--- src/rtl/kms_pkg.sv ---
// shared types, constants and helper functions of the keypad matrix scanner
`default_nettype none

package kms_pkg;

    // default matrix size
    localparam int ROW_COUNT_DEF    = 4;
    localparam int COLUMN_COUNT_DEF = 4;

    // widths of the fixed payload fields
    localparam int LEVELS_W    = 4;
    localparam int ROW_OUT_W   = 2;
    localparam int DRIVE_W     = 4;
    localparam int ROW_KEYS_W  = 8;
    localparam int ALL_KEYS_W  = 32;
    localparam int COUNT_W     = 5;
    localparam int DOWN_CNT_W  = 3;
    localparam int PADDR_W     = 3;
    localparam int PDATA_W     = 32;

    // most keys reported per row and over the whole matrix
    localparam int ROW_KEYS_MAX = ROW_KEYS_W / 2;
    localparam int ALL_KEYS_MAX = ALL_KEYS_W / 2;

    // register word index (paddr[2])
    localparam logic [0:0] REG_SCANNER_ENABLED = 1'b0;

    // status codes
    localparam logic STATUS_OK          = 1'b0;
    localparam logic STATUS_NOT_ENABLED = 1'b1;

    typedef enum logic [1:0] {
        KC_IDLE     = 2'd0,
        KC_PRESSED  = 2'd1,
        KC_HELD     = 2'd2,
        KC_RELEASED = 2'd3
    } t_key_class;

    typedef struct packed {
        logic [ROW_OUT_W-1:0]  row_scanned;
        logic [DRIVE_W-1:0]    next_row_drive;
        logic [ROW_KEYS_W-1:0] row_key_states;
        logic [ALL_KEYS_W-1:0] all_key_states;
        logic [COUNT_W-1:0]    pressed_count;
        logic                  scan_done;
        logic                  status;
    } t_result;

    // active-low drive pattern, all high for rows without a drive bit
    function automatic logic [DRIVE_W-1:0] drive_pattern(input logic [3:0] row);
        logic [DRIVE_W-1:0] pat;
        if (row >= 4'(DRIVE_W)) begin
            pat = '1;
        end else begin
            pat = ~(DRIVE_W'(1) << row[1:0]);
        end
        return pat;
    endfunction

    // key class transition for one sample
    function automatic t_key_class next_class(input t_key_class prev, input logic down);
        t_key_class nc;
        if (down) begin
            nc = (prev == KC_IDLE || prev == KC_RELEASED) ? KC_PRESSED : KC_HELD;
        end else begin
            nc = (prev == KC_PRESSED || prev == KC_HELD) ? KC_RELEASED : KC_IDLE;
        end
        return nc;
    endfunction

endpackage

`default_nettype wire

--- src/rtl/keypad_matrix_scanner_core.sv ---
// top level of the keypad matrix scanner: handshakes, register port, result register
`default_nettype none

// Scans a key matrix one row per transfer. The block keeps a row counter;
// each input transfer carries the active-low column levels sampled while
// that row was driven low, and the result tells which row it was, the drive
// pattern to apply for the next sample, the new class of the row's keys
// (idle, just pressed, held, just released), the classes of all keys, and,
// on the transfer that completes the last row, the number of keys found
// down during the scan. Software sets the enable register (address 0, bit 0)
// once the pins are set up; while it is clear every transfer is answered
// with a not-enabled status and no state changes. Only write it while no
// transfer is in flight. Throughput is one transfer per clock unless the
// output stalls: the input register feeds a single pass of row update
// logic whose result and state updates are written at the same edge into
// the result register and the key class flops, so the next row already
// sees the new state. A transfer waits in the input register until the
// result register is free, then its result is written there. The output
// and input registers together let a new transfer enter while a result waits.
module keypad_matrix_scanner_core #(
    parameter int ROW_COUNT    = kms_pkg::ROW_COUNT_DEF,
    parameter int COLUMN_COUNT = kms_pkg::COLUMN_COUNT_DEF
) (
    input  logic                            i_clk,
    input  logic                            i_rst_n,

    // input channel
    input  logic                            i_in_valid,
    output logic                            o_in_stall,
    input  logic [kms_pkg::LEVELS_W-1:0]    i_column_levels,

    // output channel
    output logic                            o_out_valid,
    input  logic                            i_out_stall,
    output logic [kms_pkg::ROW_OUT_W-1:0]   o_row_scanned,
    output logic [kms_pkg::DRIVE_W-1:0]     o_next_row_drive,
    output logic [kms_pkg::ROW_KEYS_W-1:0]  o_row_key_states,
    output logic [kms_pkg::ALL_KEYS_W-1:0]  o_all_key_states,
    output logic [kms_pkg::COUNT_W-1:0]     o_pressed_count,
    output logic                            o_scan_done,
    output logic                            o_status,

    // register port
    input  logic                            psel,
    input  logic                            penable,
    input  logic                            pwrite,
    input  logic [kms_pkg::PADDR_W-1:0]     paddr,
    input  logic [kms_pkg::PDATA_W-1:0]     pwdata,
    output logic [kms_pkg::PDATA_W-1:0]     prdata,
    output logic                            pready
);

    // input register
    logic                           r_in_valid;
    logic [kms_pkg::LEVELS_W-1:0]   r_in_levels;

    // result register
    logic                           r_out_valid;
    kms_pkg::t_result               r_out;

    // enable register
    logic                           r_enabled;

    logic                           out_free;
    logic                           advance;
    logic                           in_take;
    logic                           reg_write;
    kms_pkg::t_result               result;

    // result register can load when empty or being drained this cycle
    assign out_free   = !r_out_valid || !i_out_stall;
    assign advance    = r_in_valid && out_free;
    assign o_in_stall = r_in_valid && !out_free;
    assign in_take    = i_in_valid && !o_in_stall;

    kms_scan_state #(
        .ROW_COUNT    (ROW_COUNT),
        .COLUMN_COUNT (COLUMN_COUNT)
    ) u_scan_state (
        .i_clk     (i_clk),
        .i_rst_n   (i_rst_n),
        .i_advance (advance),
        .i_levels  (r_in_levels),
        .i_enabled (r_enabled),
        .o_result  (result)
    );

    always_ff @(posedge i_clk) begin
        if (!i_rst_n) begin
            r_in_valid <= 1'b0;
        end else if (in_take) begin
            r_in_valid <= 1'b1;
        end else if (advance) begin
            r_in_valid <= 1'b0;
        end
    end

    always_ff @(posedge i_clk) begin
        if (in_take) begin
            r_in_levels <= i_column_levels;
        end
    end

    always_ff @(posedge i_clk) begin
        if (!i_rst_n) begin
            r_out_valid <= 1'b0;
        end else if (advance) begin
            r_out_valid <= 1'b1;
        end else if (!i_out_stall) begin
            r_out_valid <= 1'b0;
        end
    end

    always_ff @(posedge i_clk) begin
        if (advance) begin
            r_out <= result;
        end
    end

    assign o_out_valid      = r_out_valid;
    assign o_row_scanned    = r_out.row_scanned;
    assign o_next_row_drive = r_out.next_row_drive;
    assign o_row_key_states = r_out.row_key_states;
    assign o_all_key_states = r_out.all_key_states;
    assign o_pressed_count  = r_out.pressed_count;
    assign o_scan_done      = r_out.scan_done;
    assign o_status         = r_out.status;

    // register port: no wait states, word index is paddr[2]
    assign pready    = 1'b1;
    assign reg_write = psel && penable && pwrite && pready &&
                       (paddr[2] == kms_pkg::REG_SCANNER_ENABLED);

    always_ff @(posedge i_clk) begin
        if (!i_rst_n) begin
            r_enabled <= 1'b0;
        end else if (reg_write) begin
            r_enabled <= pwdata[0];
        end
    end

    assign prdata = (paddr[2] == kms_pkg::REG_SCANNER_ENABLED) ?
                    kms_pkg::PDATA_W'(r_enabled) : '0;

`ifndef SYNTHESIS
    // a not-enabled answer carries no row classes and no scan completion
    a_refused_clean: assert property (@(posedge i_clk) disable iff (!i_rst_n)
        o_out_valid && o_status |-> !o_scan_done && o_row_key_states == '0)
        else $error("refused transfer carries update data");

    // the count is only reported with the end of a scan
    a_count_on_done: assert property (@(posedge i_clk) disable iff (!i_rst_n)
        o_out_valid && !o_scan_done |-> o_pressed_count == '0)
        else $error("pressed count outside scan end");

    // a finished scan restarts at the first row
    a_wrap_drive: assert property (@(posedge i_clk) disable iff (!i_rst_n)
        o_out_valid && o_scan_done |-> o_next_row_drive == kms_pkg::drive_pattern(4'd0))
        else $error("scan end does not drive first row");

    // an item leaving the input register shows up as a result next cycle
    a_pass_through: assert property (@(posedge i_clk) disable iff (!i_rst_n)
        advance |=> o_out_valid)
        else $error("advanced item lost");
`endif

endmodule

`default_nettype wire

--- src/rtl/kms_row_update.sv ---
// class update and down count for the keys of one scanned row
`default_nettype none

module kms_row_update #(
    parameter int COLUMN_COUNT = kms_pkg::COLUMN_COUNT_DEF
) (
    input  logic [2*COLUMN_COUNT-1:0]         i_prev,
    input  logic [kms_pkg::LEVELS_W-1:0]      i_levels,
    output logic [2*COLUMN_COUNT-1:0]         o_next,
    output logic [kms_pkg::DOWN_CNT_W-1:0]    o_down_count
);

    localparam int CntCols = (COLUMN_COUNT < kms_pkg::LEVELS_W) ?
                             COLUMN_COUNT : kms_pkg::LEVELS_W;

    logic [COLUMN_COUNT-1:0] down;

    for (genvar c = 0; c < COLUMN_COUNT; c++) begin : g_col
        if (c < kms_pkg::LEVELS_W) begin : g_wired
            assign down[c] = ~i_levels[c];
        end else begin : g_open
            // no column line: reads high
            assign down[c] = 1'b0;
        end
        assign o_next[2*c +: 2] = kms_pkg::next_class(
            kms_pkg::t_key_class'(i_prev[2*c +: 2]), down[c]);
    end

    always_comb begin
        o_down_count = '0;
        for (int c = 0; c < CntCols; c++) begin
            o_down_count = o_down_count + kms_pkg::DOWN_CNT_W'(down[c]);
        end
    end

endmodule

`default_nettype wire

--- src/rtl/kms_scan_state.sv ---
// key class store, row counter, scan count and result formation
`default_nettype none

module kms_scan_state #(
    parameter int ROW_COUNT    = kms_pkg::ROW_COUNT_DEF,
    parameter int COLUMN_COUNT = kms_pkg::COLUMN_COUNT_DEF
) (
    input  logic                          i_clk,
    input  logic                          i_rst_n,
    input  logic                          i_advance,
    input  logic [kms_pkg::LEVELS_W-1:0]  i_levels,
    input  logic                          i_enabled,
    output kms_pkg::t_result              o_result
);

    localparam int RowW  = (ROW_COUNT > 1) ? $clog2(ROW_COUNT) : 1;
    localparam int KeyN  = ROW_COUNT * COLUMN_COUNT;
    localparam int SumW  = kms_pkg::COUNT_W + 1;
    localparam int SatMax = (1 << kms_pkg::COUNT_W) - 1;

    logic [2*COLUMN_COUNT-1:0]       r_class [ROW_COUNT];
    logic [RowW-1:0]                 r_row;
    logic [kms_pkg::COUNT_W-1:0]     r_running;

    logic [2*COLUMN_COUNT-1:0]       cur_row;
    logic [2*COLUMN_COUNT-1:0]       new_row;
    logic [kms_pkg::DOWN_CNT_W-1:0]  down_cnt;
    logic                            last;
    logic [RowW-1:0]                 n_row;
    logic [SumW-1:0]                 sum;
    logic [kms_pkg::COUNT_W-1:0]     sat;
    logic [RowW+1:0]                 row_wide;
    logic [kms_pkg::ROW_KEYS_W-1:0]  row_keys;
    logic [kms_pkg::ALL_KEYS_W-1:0]  all_keys;

    assign cur_row = r_class[r_row];

    kms_row_update #(
        .COLUMN_COUNT (COLUMN_COUNT)
    ) u_row_update (
        .i_prev       (cur_row),
        .i_levels     (i_levels),
        .o_next       (new_row),
        .o_down_count (down_cnt)
    );

    assign last  = (r_row == RowW'(ROW_COUNT - 1));
    assign n_row = last ? '0 : r_row + RowW'(1);
    assign sum   = SumW'(r_running) + SumW'(down_cnt);
    assign sat   = (sum > SumW'(SatMax)) ? kms_pkg::COUNT_W'(SatMax) : sum[kms_pkg::COUNT_W-1:0];

    // first four keys of the row
    for (genvar c = 0; c < kms_pkg::ROW_KEYS_MAX; c++) begin : g_row_keys
        if (c < COLUMN_COUNT) begin : g_key
            assign row_keys[2*c +: 2] = new_row[2*c +: 2];
        end else begin : g_none
            assign row_keys[2*c +: 2] = 2'b00;
        end
    end

    // first sixteen keys, current row taken from the update when enabled
    for (genvar k = 0; k < kms_pkg::ALL_KEYS_MAX; k++) begin : g_all_keys
        if (k < KeyN) begin : g_key
            localparam int KR = k / COLUMN_COUNT;
            localparam int KC = k % COLUMN_COUNT;
            assign all_keys[2*k +: 2] = (i_enabled && r_row == RowW'(KR)) ?
                                        new_row[2*KC +: 2] : r_class[KR][2*KC +: 2];
        end else begin : g_none
            assign all_keys[2*k +: 2] = 2'b00;
        end
    end

    assign row_wide = {2'b00, r_row};

    always_comb begin
        o_result.row_scanned    = row_wide[1:0];
        o_result.all_key_states = all_keys;
        if (i_enabled) begin
            o_result.next_row_drive = kms_pkg::drive_pattern(4'(n_row));
            o_result.row_key_states = row_keys;
            o_result.pressed_count  = last ? sat : '0;
            o_result.scan_done      = last;
            o_result.status         = kms_pkg::STATUS_OK;
        end else begin
            o_result.next_row_drive = kms_pkg::drive_pattern(4'(r_row));
            o_result.row_key_states = '0;
            o_result.pressed_count  = '0;
            o_result.scan_done      = 1'b0;
            o_result.status         = kms_pkg::STATUS_NOT_ENABLED;
        end
    end

    always_ff @(posedge i_clk) begin
        if (!i_rst_n) begin
            r_row     <= '0;
            r_running <= '0;
            for (int r = 0; r < ROW_COUNT; r++) begin
                r_class[r] <= {COLUMN_COUNT{kms_pkg::KC_IDLE}};
            end
        end else if (i_advance && i_enabled) begin
            r_row          <= n_row;
            r_running      <= last ? '0 : sat;
            r_class[r_row] <= new_row;
        end
    end

endmodule

`default_nettype wire
--- config.mk ---
export PLATFORM = sky130hd
export DESIGN_NAME = keypad_matrix_scanner_core
export DESIGN_NICKNAME = d
export VERILOG_FILES = /design/src/rtl/kms_pkg.sv /design/src/rtl/keypad_matrix_scanner_core.sv /design/src/rtl/kms_row_update.sv /design/src/rtl/kms_scan_state.sv
export SDC_FILE = /design/constraint.sdc
export NUM_CORES = 1
export LEC_CHECK = 0
export ABC_AREA = 0
export BUFFER_PORTS_ARGS = -buffer_cell sky130_fd_sc_hd__buf_2
export CAP_MARGIN = 20
export CORE_ASPECT_RATIO = 1.75
export CORE_MARGIN = 10
export CORE_UTILIZATION = 52
export CTS_CLUSTER_DIAMETER = 100
export DETAILED_ROUTE_END_ITERATION = 7
export HOLD_SLACK_MARGIN = 0.05
export PLACE_DENSITY_LB_ADDON = 0.15
export SLEW_MARGIN = 30
export SYNTH_ARGS = -nofsm -noshare
export SYNTH_HDL_FRONTEND = slang
export SYNTH_SLANG_ARGS = --single-unit
--- constraint.sdc ---
create_clock -name i_clk -period 5.85 [get_ports i_clk]
set_clock_uncertainty 0.05 [all_clocks]
set_input_delay 1.17 -clock i_clk [delete_from_list [all_inputs] [get_ports i_clk]]
set_output_delay 1.17 -clock i_clk [all_outputs]
set_load 0.05 [all_outputs]
==> metrics.cfg <==
[outcome]
status=complete, no violations

[cts]
clkLatencyLatePin_ps=350
cts.sinks=101
root_buffer=clkbuf_16
post-cts-setup-buffers=0
postCtsHoldBufs=0
cts_buffer_depth=2
cts_resized=0
cts_tree=built
cts_buffers=9
h-tree-depth=3
clkTransAtPathRegs_ps=60

[timing]
max_freq_mhz=310
relSlewSlack_pct=48.7
worstMarginPinSlew_ps=764
fin_crit_sh_pct=55.2
fin_tns_setup_ps=0
rsz0062_at_grt=no
fin_ws_ps=2620
final_max_slew_viol_count=0
finalCriticalPeriod_ps=3230
whs_ps=425
hold_viol=0
setup_viol=0

[final_layout]
multi_input_area_mm2=0.00142
fillers=711
regArea_mm2=0.00291
utilization_pct=60.5
drive_gt1_share_pct=22.6
area_growth_pct=13.9
final_cell_area_mm2=0.00521
final_nets=483
antennaDiodeCount=0

[critical_path]
cp-start-kind=input pin
reg2reg_from=r_in_levels[0]
required_ps=5820
r2r_end=u_scan_state.r_running[1]
max_stage_delay_ps=600
cp_slowest_cell=buf_4
crit_start=i_out_stall
endpoint=u_scan_state.r_class[0][3]
rr_worst_depth=8
crit_family=simple AND/OR/NAND/NOR gates
end_kind=register
r2r_slack_ps=3140
crit_buf_inv=2
worst_ep_arrival_time_ps=3200
crit_type=input pin to register
cp_num_cells=6
path_cells=buf_2 -> a21boi_4 -> buf_4 -> nand3_2 -> or3_1 -> nand2_1
path_max_fanout=58

[global_routing]
grt_pass1_vias=2884
antenna_found_initial=0
grt_pass1_wl_um=14700
overflow=0
grt_usage_pct=14.5
grt_max_degree=59

[logic_synthesis]
synth_seq_area_share_pct=63.6
synthFlopType=edfxtp_1
ys_types=38
synthTopCellsByCount=edfxtp_1, nor2_1, nand2_1
synthTopCellsByArea=edfxtp_1, buf_4, dfxtp_1
ys_async_sr_fraction_pct=0
ys.warnings.count=0
synth.most_common_cell=edfxtp_1
synthCells=366
synth-seq-cells=101
syn-mean-instance-area_um2=12.5
syn_area_mm2=0.00458
yosys.area.top_type=edfxtp_1
synth-edff-count=89
synth_top_area_share_pct=58.4

[floorplan]
fp.dieH_um=144
start_util_pct=53.1
num_rows=45
io_pins=134
dieArea_mm2=0.0131
core_mm2=0.00861
die_w_um=90.9

[drt]
drcViolationCount=0
antenna_left=0
vias=2749
drt_iter0_markers=206
drtPass1Iterations=5
finalWirelength_um=9450
wl_per_cell_um=17.2
routed_via_density=5.00

[place]
place_area_mm2=0.00488
dpl_worst_slack_ps=2250
hpwl_um=6800
place.gp.congestion=0.809
place.port_buffers=68

[pwr]
power.density_mw_per_mm2=321
leakage_uw=0.00203
peakVddDrop_v=0.000196

[min_path]
hold_path_class=register to register

[flow_run]
cap_violations=0

## logic make-up after synthesis
logic type / synth area share (%)
AOI/OAI and AO/OA: 7.85
xor gates and xnor gates: 5.66
adders and majority gates: 2.95
buffers and inverters: 8.12
DFF: 63.6
muxes: 2.19
other: 0.164
and+or+nand+nor: 9.43
## worst reg2reg max path: stages (launching register included)
cell	delay, ps
edfxtp_1	450
inv_1	100
fa_1	540
inv_1	50
fa_1	390
nor2b_1	240
o2111ai_1	300
a211o_1	390
a21oi_1	120
## cell type report
type / count / area share, %
flip-flops and latches: 101 / 55.9
multi-input cells: 233 / 27.2
repair buffers: 69 / 6.67
clock buffers: 11 / 4.85
well taps: 117 / 2.81
clock inverters: 5 / 1.58
inverters: 14 / 1.01
## flip-flops by register name, indices dropped and copies added (netlist names), 2 cells and up, named ones only
register / cells
o_row_key_states: 8
u_scan_state.r_class: 32
u_scan_state.r_row: 2
u_scan_state.r_running: 5
o_next_row_drive: 4
o_pressed_count: 5
o_all_key_states: 32
r_in_levels: 4
o_row_scanned: 2
## cell usage in the layout, fill, tap and decap left out, types with 4 or more instances in the layout
cell / synthesis / routed
edfxtp_1: 89 / 89
buf_2: 3 / 68
nor2_1: 48 / 48
nand2_1: 44 / 44
conb_1: 2 / 32
o21ai_0: 30 / 29
xnor2_1: 17 / 17
inv_1: 13 / 13
dfxtp_1: 12 / 12
a21oi_1: 9 / 9
clkbuf_16: 0 / 9
o21ai_1: 5 / 6
ha_1: 6 / 6
mux4_2: 4 / 4
xnor2_4: 4 / 4
a31oi_1: 4 / 4
## worst min path at each step
stage                               from                         to  cells past startpoint  slack, ps
2_1_floorplan  u_scan_state.r_running[0]  u_scan_state.r_running[0]                      2        390
3_3_place_gp   u_scan_state.r_running[0]  u_scan_state.r_running[0]                      2        390
3_5_place_dp   u_scan_state.r_running[0]  u_scan_state.r_running[0]                      2        410
4_1_cts        u_scan_state.r_running[0]  u_scan_state.r_running[0]                      2        420
5_1_grt        u_scan_state.r_running[0]  u_scan_state.r_running[0]                      2        460
6_report       u_scan_state.r_running[0]  u_scan_state.r_running[0]                      2        430
## metrics by stage
step | power [uW] | instances
floorplan | 1010 | 396
global placement | 1030 | 534
detailed placement | 1040 | 534
CTS | 1680 | 550
global route | 1720 | 550
finish | 1670 | 550
## per-layer routing
layer	global-route usage (%)	up-vias	wire, um
li1	-	1334	-
met1	14.8	1316	3500
met2	26.7	83	5160
met3	3.37	16	545
met4	7.87	0	238
met5	0	-	0
## report_power, final
part / switching, uW / leakage, uW / internal [uW] / total [uW]
Sequential: 12.6 / 0.000963 / 810 / 823
Combinational: 160 / 0.000910 / 38.8 / 198
Clock: 253 / 0.000154 / 398 / 650
No activity file was read; power rests on OpenSTA's default activity.
